**config.mk**
```make
export PLATFORM = sky130hd
export DESIGN_NAME = sprite_animation_slot_table
export DESIGN_NICKNAME = d
export VERILOG_FILES = /design/src/sv/sat_pkg.sv /design/src/sv/sat_ram.sv /design/src/sv/sprite_animation_slot_table.sv
export SDC_FILE = /design/constraint.sdc
export NUM_CORES = 2
export LEC_CHECK = 0
export BUFFER_PORTS_ARGS = -buffer_cell sky130_fd_sc_hd__buf_2
export CORE_MARGIN = 2
export CORE_UTILIZATION = 59
export CTS_CLUSTER_SIZE = 28
export DETAILED_ROUTE_END_ITERATION = 16
export HOLD_SLACK_MARGIN = 0.08
export PLACE_DENSITY = 0.75
export SETUP_SLACK_MARGIN = 0.15
export SYNTH_ARGS = -nofsm -noshare
export SYNTH_HDL_FRONTEND = slang
export SYNTH_HIERARCHICAL = 1
export SYNTH_SLANG_ARGS = --single-unit
export TNS_END_PERCENT = 10
```
**constraint.sdc**
```tcl
create_clock -name clk -period 11.6 [get_ports clk]
set_input_delay 0.58 -clock clk [delete_from_list [all_inputs] [get_ports clk]]
set_output_delay 0.58 -clock clk [all_outputs]
set_load 0.01 [all_outputs]
```
**src/sv/sat_pkg.sv**
```systemverilog
// Shared types, opcodes and slot update functions for the sprite animation slot table.
package sat_pkg;

  // Operation codes
  localparam logic [2:0] OP_LOAD   = 3'd0;
  localparam logic [2:0] OP_PLAY   = 3'd1;
  localparam logic [2:0] OP_ONCE   = 3'd2;
  localparam logic [2:0] OP_STOP   = 3'd3;
  localparam logic [2:0] OP_SETFRM = 3'd4;
  localparam logic [2:0] OP_ADV    = 3'd5;
  localparam logic [2:0] OP_TICK   = 3'd6;
  localparam logic [2:0] OP_READ   = 3'd7;

  localparam int SLOTS_DEF = 64;

  // One slot record as stored in the table
  typedef struct packed {
    logic        playing;
    logic        once;
    logic [15:0] frame;
    logic [9:0]  total;
    logic [15:0] timer;
    logic [14:0] reload;
  } slot_rec_t;

  localparam int REC_W = $bits(slot_rec_t);

  // Frame increment with 16-bit wrap; clear at the total. Bit 16 flags the wrap.
  function automatic logic [16:0] frame_bump(input logic [15:0] frame,
                                             input logic [9:0] total);
    logic [15:0] f;
    logic        wrap;
    f    = frame + 16'd1;
    wrap = ($signed(f) >= $signed({7'd0, total}));
    if (wrap) begin
      f = 16'd0;
    end
    return {wrap, f};
  endfunction

  // Apply one addressed (non-tick) operation to a slot record
  function automatic slot_rec_t apply_op(input slot_rec_t r, input logic [2:0] op,
                                         input logic [9:0] total_in,
                                         input logic [14:0] reload_in,
                                         input logic [15:0] frame_in,
                                         input logic [15:0] timer_in);
    slot_rec_t   n;
    logic [15:0] f;
    logic [16:0] b;
    n = r;
    case (op)
      OP_LOAD: begin
        n.frame  = frame_in;
        n.total  = total_in;
        n.timer  = timer_in;
        n.reload = reload_in;
      end
      OP_PLAY, OP_ONCE: begin
        if (r.total > 10'd1) begin
          n.playing = 1'b1;
        end
        if (op == OP_ONCE) begin
          n.once = 1'b1;
        end
      end
      OP_STOP: begin
        n.playing = 1'b0;
      end
      OP_SETFRM: begin
        f = frame_in[15] ? 16'd0 : frame_in;
        if (f >= {6'd0, r.total}) begin
          f = {6'd0, r.total} - 16'd1;
        end
        n.frame = f;
      end
      OP_ADV: begin
        b       = frame_bump(r.frame, r.total);
        n.frame = b[15:0];
      end
      default: begin
        n = r;
      end
    endcase
    return n;
  endfunction

endpackage

```
**src/sv/sat_ram.sv**
```systemverilog
// Generic single-write, single-read RAM with registered read data.
module sat_ram #(
  parameter int WIDTH = 8,
  parameter int DEPTH = 64,
  localparam int AW = (DEPTH > 1) ? $clog2(DEPTH) : 1
) (
  input  logic             clk,
  input  logic             we,
  input  logic [AW-1:0]    waddr,
  input  logic [WIDTH-1:0] wdata,
  input  logic [AW-1:0]    raddr,
  output logic [WIDTH-1:0] rdata
);

  logic [WIDTH-1:0] mem [DEPTH];

  // Write port and registered read port
  always_ff @(posedge clk) begin
    if (we) begin
      mem[waddr] <= wdata;
    end
    rdata <= mem[raddr];
  end

endmodule

```
**src/sv/sprite_animation_slot_table.sv**
```systemverilog
// Sprite animation slot table: slot records in one RAM, updated by a shared slot unit.
//
//   channel | signals                                                   | direction
//   --------+-----------------------------------------------------------+----------
//   input   | in_valid, in_ready, opcode, slot, frame_total,            | in
//           | reload_delay, frame_value, timer_value                    |
//   output  | out_valid, out_ready, frame, playing, play_once,          | out
//           | removed, stopped_count                                    |
//
// Addressed operations pass through S_EXEC (RAM update, result staged) and S_PUT (output
// register loaded); the next word is taken after that, back in S_IDLE.
// Tick sweeps the slot RAM through the one update unit, one slot a cycle; the result
// then goes out through S_PUT.
// After reset a clearing pass writes zero to every slot, with in_ready low.
// in_ready is high only while no operation is in flight; a finished result waits in a
// staging register until the output register is free, then the next word is taken.
module sprite_animation_slot_table
  import sat_pkg::*;
#(
  parameter int SLOTS = SLOTS_DEF
) (
  input  logic               clk,
  input  logic               rst,
  input  logic               in_valid,
  output logic               in_ready,
  input  logic [2:0]         opcode,
  input  logic [5:0]         slot,
  input  logic [9:0]         frame_total,
  input  logic [14:0]        reload_delay,
  input  logic signed [15:0] frame_value,
  input  logic signed [15:0] timer_value,
  output logic               out_valid,
  input  logic               out_ready,
  output logic signed [15:0] frame,
  output logic               playing,
  output logic               play_once,
  output logic               removed,
  output logic [6:0]         stopped_count
);

  localparam int IW  = (SLOTS > 1) ? $clog2(SLOTS) : 1;
  localparam int SW  = (IW > 6) ? IW : 6;
  localparam logic [IW:0] LAST = (IW + 1)'(SLOTS - 1);
  localparam logic [IW:0] ENDC = (IW + 1)'(SLOTS);
  localparam logic [IW:0] IDX_ONE = (IW + 1)'(1);

  localparam logic [2:0] S_CLEAR = 3'd0;
  localparam logic [2:0] S_IDLE  = 3'd1;
  localparam logic [2:0] S_EXEC  = 3'd2;
  localparam logic [2:0] S_TICK  = 3'd3;
  localparam logic [2:0] S_PUT   = 3'd4;

  logic [2:0]   state;
  logic [IW:0]  sweep_idx;
  logic         wb_vld;
  logic [IW-1:0] wb_idx;

  // Latched operation
  logic [2:0]   op;
  logic [IW-1:0] op_idx;
  logic         op_ok;
  logic [9:0]   op_total;
  logic [14:0]  op_reload;
  logic [15:0]  op_frame;
  logic [15:0]  op_timer;

  // Result staging
  logic [15:0]  res_frame;
  logic         res_playing;
  logic         res_once;
  logic         res_removed;
  logic [6:0]   stop_cnt;

  // RAM ports
  logic          ram_we;
  logic [IW-1:0] ram_waddr;
  logic [REC_W-1:0] ram_wdata;
  logic [IW-1:0] ram_raddr;
  logic [REC_W-1:0] ram_rdata;

  slot_rec_t    rd_rec;
  slot_rec_t    op_rec;
  slot_rec_t    tk_rec;
  logic         tk_stop;
  logic [16:0]  tk_bump;
  logic [SW-1:0] slot_wide;
  logic          in_ok;
  logic          accept;
  logic          put_go;

  assign rd_rec    = slot_rec_t'(ram_rdata);
  assign slot_wide = SW'(slot);
  assign in_ok     = (32'(slot) < 32'(SLOTS));
  assign in_ready  = (state == S_IDLE);
  assign accept    = in_valid && in_ready;
  assign put_go    = (state == S_PUT) && (!out_valid || out_ready);

  sat_ram #(.WIDTH(REC_W), .DEPTH(SLOTS)) u_ram (
    .clk   (clk),
    .we    (ram_we),
    .waddr (ram_waddr),
    .wdata (ram_wdata),
    .raddr (ram_raddr),
    .rdata (ram_rdata)
  );

  // Addressed operation update
  assign op_rec = apply_op(rd_rec, op, op_total, op_reload, op_frame, op_timer);

  // Tick update of one playing slot: count down by 2, or advance, wrap, reload and end a play-once run
  always_comb begin
    tk_rec  = rd_rec;
    tk_stop = 1'b0;
    tk_bump = frame_bump(rd_rec.frame, rd_rec.total);
    if (rd_rec.playing) begin
      if ($signed(rd_rec.timer) < 16'sd2) begin
        tk_rec.frame = tk_bump[15:0];
        if (tk_bump[16] && rd_rec.once) begin
          tk_rec.once    = 1'b0;
          tk_rec.playing = 1'b0;
          tk_stop        = 1'b1;
        end
        tk_rec.timer = {1'b0, rd_rec.reload};
      end else begin
        tk_rec.timer = rd_rec.timer - 16'd2;
      end
    end
  end

  // Select RAM addresses and write data by state
  always_comb begin
    ram_we    = 1'b0;
    ram_waddr = '0;
    ram_wdata = '0;
    ram_raddr = '0;
    case (state)
      S_CLEAR: begin
        ram_we    = 1'b1;
        ram_waddr = sweep_idx[IW-1:0];
      end
      S_IDLE: begin
        ram_raddr = slot_wide[IW-1:0];
      end
      S_EXEC: begin
        ram_we    = op_ok && (op != OP_READ);
        ram_waddr = op_idx;
        ram_wdata = REC_W'(op_rec);
      end
      S_TICK: begin
        ram_raddr = sweep_idx[IW-1:0];
        ram_we    = wb_vld;
        ram_waddr = wb_idx;
        ram_wdata = REC_W'(tk_rec);
      end
      default: begin
        ram_we = 1'b0;
      end
    endcase
  end

  // Sequencer
  always_ff @(posedge clk) begin
    if (rst) begin
      state     <= S_CLEAR;
      sweep_idx <= '0;
      wb_vld    <= 1'b0;
    end else begin
      case (state)
        S_CLEAR: begin
          sweep_idx <= sweep_idx + IDX_ONE;
          if (sweep_idx == LAST) begin
            state <= S_IDLE;
          end
        end
        S_IDLE: begin
          sweep_idx <= '0;
          wb_vld    <= 1'b0;
          if (accept) begin
            state <= (opcode == OP_TICK) ? S_TICK : S_EXEC;
          end
        end
        S_EXEC: begin
          state <= S_PUT;
        end
        S_TICK: begin
          if (sweep_idx != ENDC) begin
            sweep_idx <= sweep_idx + IDX_ONE;
            wb_vld    <= 1'b1;
          end else begin
            wb_vld <= 1'b0;
            if (!wb_vld) begin
              state <= S_PUT;
            end
          end
        end
        S_PUT: begin
          if (put_go) begin
            state <= S_IDLE;
          end
        end
        default: begin
          state <= S_IDLE;
        end
      endcase
    end
  end

  // Track the slot whose read data arrives next cycle
  always_ff @(posedge clk) begin
    wb_idx <= sweep_idx[IW-1:0];
  end

  // Capture the operation word on accept
  always_ff @(posedge clk) begin
    if (accept) begin
      op        <= opcode;
      op_idx    <= slot_wide[IW-1:0];
      op_ok     <= in_ok;
      op_total  <= frame_total;
      op_reload <= reload_delay;
      op_frame  <= frame_value;
      op_timer  <= timer_value;
    end
  end

  // Build the result: addressed update, or the addressed slot seen during the sweep and the count of slots it stopped
  always_ff @(posedge clk) begin
    if (accept) begin
      res_frame   <= '0;
      res_playing <= 1'b0;
      res_once    <= 1'b0;
      res_removed <= 1'b0;
      stop_cnt    <= '0;
    end else if (state == S_EXEC) begin
      res_frame   <= op_rec.frame;
      res_playing <= op_rec.playing;
      res_once    <= op_rec.once;
      res_removed <= op_ok && (op == OP_STOP) && rd_rec.playing;
    end else if ((state == S_TICK) && wb_vld) begin
      if (wb_idx == op_idx) begin
        res_frame   <= tk_rec.frame;
        res_playing <= tk_rec.playing;
        res_once    <= tk_rec.once;
      end
      if (tk_stop && (stop_cnt != 7'd127)) begin
        stop_cnt <= stop_cnt + 7'd1;
      end
    end
  end

  // Output register: load from staging when free, drop on handshake
  always_ff @(posedge clk) begin
    if (rst) begin
      out_valid <= 1'b0;
    end else if (put_go) begin
      out_valid <= 1'b1;
    end else if (out_ready) begin
      out_valid <= 1'b0;
    end
  end

  always_ff @(posedge clk) begin
    if (put_go) begin
      frame         <= op_ok ? res_frame : 16'd0;
      playing       <= op_ok && res_playing;
      play_once     <= op_ok && res_once;
      removed       <= res_removed;
      stopped_count <= stop_cnt;
    end
  end

  // A stop that removed a slot never reports it playing, and never counts wraps
  assert property (@(posedge clk) disable iff (rst)
    (out_valid && removed) |-> (!playing && (stopped_count == 7'd0)))
    else $error("removed result inconsistent");

  // Sweep write-back only happens inside a tick
  assert property (@(posedge clk) disable iff (rst)
    wb_vld |-> (state == S_TICK))
    else $error("write-back outside tick sweep");

  // A new result is loaded only after the previous one left
  assert property (@(posedge clk) disable iff (rst)
    (out_valid && !out_ready) |-> !put_go)
    else $error("result overwritten while stalled");

endmodule

```
=== Word-level counts from Yosys, hierarchy flattened ===
Memory sizes are Yosys's and may differ from the RTL's. A register that Yosys moved wholly into a read port is not among the register bits.
Index checks and enable logic that the tools add are counted.
W data, S select, Z words.

* Add/subtract/negate cells: 5
* Magnitude comparators: 4
* Equality and inequality tests: 21
* Multiplexer cells: 45
* Bitwise operators: 1
* Reduce and logical (&&, ||, !) cells: 20

{| class="wikitable"
|+ Operators by type and width
! cell !! number
|-
| $pmux W59 S2 || 1
|-
| $mux W16 || 7
|-
| $pmux W16 S3 || 1
|-
| $mux W41 || 1
|-
| $mux W18 || 2
|-
| $pmux W7 S3 || 1
|-
| $mux W1 || 18
|-
| $pmux W6 S3 || 1
|-
| $add A16 B1 Y16 const B || 1
|-
| $ge A16 B11 Y1 || 1
|-
| $lt A16 B3 Y1 const B || 1
|-
| $sub A16 B2 Y16 const B || 1
|-
| $ge A15 B10 Y1 || 1
|-
| $mux W15 || 1
|-
| $mux W3 || 5
|-
| $pmux W3 S5 || 1
|-
| $add A7 B1 Y7 const B || 2
|-
| $ne A7 B7 Y1 const B || 2
|-
| $eq A3 B2 Y1 const B || 4
|-
| $eq A3 B3 Y1 const B || 4
|-
| $pmux W6 S2 || 1
|-
| $sub A10 B1 Y11 const B || 1
|-
| $gt A10 B1 Y1 const B || 1
|-
| $ne A2 B2 Y1 const B || 5
|-
| 20 further kinds || 32
|}

* Flip-flop bits (word level): 136
* RAM bits: 3776
* Input bits: 70
* Output and inout bits: 28
* Word-level logic and storage cells: 118
* Memories: 1

{| class="wikitable"
|+ Memory list
! name !! depth !! width !! read ports !! clocked after Yosys merged registers in !! wr ports !! line !! text
|-
| u_ram.mem || 64 || 59 || 1 || 1 || 1 || sat_ram.sv:15 || <nowiki>logic [WIDTH-1:0] mem [DEPTH];</nowiki>
|}

=== Longest topological paths before layout ===
* Depth in word-level cells: 9
* Mapped depth: 17
* Gate-level depth less buffers: 13

=== Hierarchy ===
Netlist, hierarchy kept.

{| class="wikitable"
|+ Modules (own cells, without submodules)
! module !! times used !! cells each !! area each (um^2) !! sequential area each (um^2)
|-
| sat_ram || 1 || 6130 || 144459.8 || 114569.9
|-
| sprite_animation_slot_table || 1 || 834 || 8140.3 || 3643.5
|}

=== Worst setup path before layout ===
No wires, ideal clock.

* Path type: register -> register
* Start: register state[1]
* End: memory u_ram/mem[48][0] (netlist name), enable pin
* Setup time: 0.548 ns
* Data arrival time: 5.703 ns
* Required time: 11.052 ns
* Setup slack: 5.349 ns
* Cell stages (with the launch flop): 10
* Path buffers: 2
* Clock period less this slack: 6.251 ns
* Cells stage by stage: dfxtp_1 buf_1 mux2i_1 nor2_1 a21oi_1 nor2_1 clkbuf_1 nor2b_1 nand4b_1 nor3_1

* Elaborated cells between the ends (all ways): 7
* Those cells by class: eq/ne: 2; mux: 4; reduce/logical: 1

{| class="wikitable"
|+ RTL lines
! element !! line !! text
|-
| start: declaration || sprite_animation_slot_table.sv:53 || <nowiki>logic [2:0] state;</nowiki>
|-
| start signal: assignment || sprite_animation_slot_table.sv:179 || <nowiki>state <= (opcode == OP_TICK) ? S_TICK : S_EXEC;</nowiki>
|-
| $eq A3 B2 Y1 or $logic_not A3 Y1 (tied branches) || sprite_animation_slot_table.sv:136 || <nowiki>case (state)</nowiki>
|-
| $pmux W6 S3 * || sprite_animation_slot_table.sv:136 ||
|-
| named net ram_waddr[3] || sprite_animation_slot_table.sv:76 || <nowiki>logic [IW-1:0] ram_waddr;</nowiki>
|-
| end: declaration || sat_ram.sv:15 ||
|}

Mark *: on every way through the listed nets, which the timed path passes. The rest lies on a longest branch.

=== Worst setup path after layout ===
* Start: register state[0]
* End: register u_ram.rdata[52] (read register of u_ram.mem)

* Word-level cells in the longest chain between the ends: 2
* Elaborated cells between the ends (all ways): 3
* Those cells by class: eq/ne: 2; mux: 1

{| class="wikitable"
|+ RTL lines
! element !! line !! text
|-
| $eq A3 B2 Y1 or $eq A3 B1 Y1 (tied branches) || sprite_animation_slot_table.sv:136 ||
|-
| $pmux W6 S2 * || sprite_animation_slot_table.sv:136 ||
|-
| named net ram_raddr[1] || sprite_animation_slot_table.sv:78 || <nowiki>logic [IW-1:0] ram_raddr;</nowiki>
|-
| end: declaration || sat_ram.sv:12 || <nowiki>output logic [WIDTH-1:0] rdata</nowiki>
|}

Marks and branches as above.
A chain may end at the register's enable or synchronous reset.

==> results.json <==
{
  "drv_cap": 0,
  "hp-class": "input pin to register",
  "numCtsBuffers": 386,
  "crit_fanout": 54,
  "max_freq_mhz": 173,
  "skew_ns": 0.119,
  "port_buffers": 95,
  "worstReg2RegStart": "state[0]$_SDFFE_PP0P_",
  "place_congestion": 0.912,
  "critical_path.top_delay_family": "buffers and inverters",
  "finalHoldViolCount": 0,
  "netSwitchingFraction": 0.243,
  "final_antenna_net_count": 1,
  "drc_errors": 0,
  "cp.buffers_inverters": 3,
  "grt_overflow": 0,
  "wire_per_inst_um": 39.1,
  "path_clk_slew_ns": 0.06,
  "synth_area_sq_um": 148000,
  "drt_iter0_markers": 13300,
  "antenna_found_initial": 13,
  "failed_checks": "antenna violations",
  "cts-root-buf": "clkbuf_16",
  "setup_violations": 0,
  "layout-drive-gt1-share": 0.263,
  "path_class": "register to register",
  "fp.dieH_um": 504,
  "yosysWarnings": 6,
  "setup_tns_ns": 0,
  "pwr-share-clk": 0.386,
  "p_comb_frac": 0.103,
  "area_delta_synth_final_pct": 12.7,
  "slowest_delay_ns": 0.83,
  "cpMaxStageDelayCell": "buf_4",
  "num_vias": 77100,
  "start_util": 0.594,
  "worstSkewPairLatency_ns": 1.04,
  "slew_viol_final": 0,
  "die_area_sq_um": 254000,
  "grt_max_degree": 121,
  "slew_headroom": 0.0270,
  "fin_nets": 7256,
  "nFillCells": 15100,
  "p_total_uw": 31400,
  "crit_arrival_ns": 6.65,
  "cpMostUsedCell": "buf_4",
  "grt_pass1_vias": 76700,
  "coreArea_sq_um": 249000,
  "final_cell_area_sq_um": 166000,
  "rows": 183,
  "htree_levels": 5,
  "internal-power_uw": 23800,
  "routed_wl_mm": 422,
  "vdd_drop_max_mv": 0.178,
  "setup.worst_path.end_class": "register",
  "outcome": "complete, but fails checks",
  "grt_pass1_wl_mm": 586,
  "min-delay-start": "out_ready",
  "pin_count": 98,
  "avgSynthCellArea_sq_um": 21.9,
  "crit_chain": "nand2b_1 -> nor2_1 -> nand2_1 -> o21ai_4 -> buf_4 -> buf_4 -> buf_4 -> mux4_2 -> mux4_2 -> o22ai_1 -> nor2_1",
  "avgViaCountPerCell": 7.13,
  "p_leak_uw": 0.0486,
  "timing.final.crit_share": 0.499,
  "worst_slew_pin_slew_ns": 1.46,
  "post_cts_resized": 0,
  "dp_slack_ns": 5.93,
  "drtPass1Iterations": 6,
  "p_per_area_nw_per_um2": 189,
  "track_usage": 0.332,
  "multi_input_area_sq_um": 32400,
  "die_w_um": 504,
  "rsz0062_at_grt": "false",
  "clockBufferDepth": 4,
  "required_ns": 12.46,
  "dp_hpwl_mm": 217,
  "clock_sinks": 3839,
  "placed_area_sq_um": 153000,
  "setup_slack_ns": 5.81,
  "syn_nets": 6850,
  "period_needed_ns": 5.79,
  "seq_area_sq_um": 114000,
  "seq_power_share": 0.511,
  "setup.worst_path.start_class": "register",
  "cts_tree": "built",
  "cp-startpoint": "state[0]$_SDFFE_PP0P_",
  "p_switching_uw": 7650,
  "netlist_instances": 6753
}
-- metal layers --
layer | part of all wire | track usage | vias to the layer above | wire, um
met2 | 0.47 | 0.517 | 6340 | 200000
met1 | 0.33 | 0.435 | 40000 | 139000
met3 | 0.13 | 0.0760 | 1331 | 54100
met4 | 0.070 | 0.192 | 4 | 29400
met5 | 0.000052 | 0 | - | 22
li1 | - | - | 29400 | -
-- worst paths after layout --
path | cells after the start | endpoint | slack [ns]
max | 11 | u_ram/rdata[52]$_DFF_P_ | 5.81
min | 5 | state[2]$_SDFFE_PP0P_ | 0.22
max reg2reg | 11 | u_ram/rdata[52]$_DFF_P_ | 5.81
min reg2reg | 0 | frame[2]$_DFFE_PP_ | 0.43
-- worst register-to-register path, cell delays in order, from the launching register on --
cell and delay [ns]:
dfxtp_1 0.64, nand2b_1 0.21, nor2_1 0.71, nand2_1 0.21, o21ai_4 0.12, buf_4 0.58
buf_4 0.85, buf_4 0.84, mux4_2 0.47, mux4_2 0.51, o22ai_1 0.42, nor2_1 0.09
-- cells in the final DEF (no fill, tap or decap), drive strengths merged, types with 56 or more instances in the layout --
cell and n:
edfxtp 3738, mux4 922, clkbuf 480, buf 347
nor2 277, mux2i 274, clkinv 158, a21oi 154
o22ai 149, dfxtp 101, nand2 93, o21ai 73
dlygate4sd3 67, a22o 56
-- metrics by stage --
stage,hold slack (ns),instances,utilization
2_1_floorplan,0.391,6753,-
4_1_cts,0.191,10800,0.668
3_3_place_gp,0.404,10000,0.617
5_1_grt,0.261,10800,0.669
6_report,0.221,10800,0.669
3_5_place_dp,0.421,10000,0.617
-- registers in the layout, indices dropped and copies added, names as in the netlist, 10 cells and up --
register,count
frame,16
op_frame,16
op_reload,14
op_timer,15
op_total,10
res_frame,16
u_ram/mem,3648
u_ram/rdata,57
-- area by class of cell --
type                       instances  area share
tap                             3330      0.0250
clock buffer                     480      0.0615
sequential                      3839       0.687
inverter                          26    0.000602
multi-input combinational       2492       0.195
clock inverter                   209      0.0112
timing repair buffer             414      0.0197
antenna                           21    0.000316
-- power groups by stage --
stage | Sequential (uW) | Clock [uW] | Combinational (uW)
after detailed placement | 16300 | 0 | 3110
after CTS | 16000 | 12200 | 3180
final | 16100 | 12100 | 3240
after floorplan | 16100 | 0 | 2100
after global placement | 16300 | 0 | 3070
after global routing | 16100 | 12700 | 3380
-- what timing repair did --
action | in CTS | in global routing
endpoints found under the hold margin | 76 | 0
setup buffers | 0 | 0
hold buffers | 67 | 0
Power figures use the tool's default switching activity.
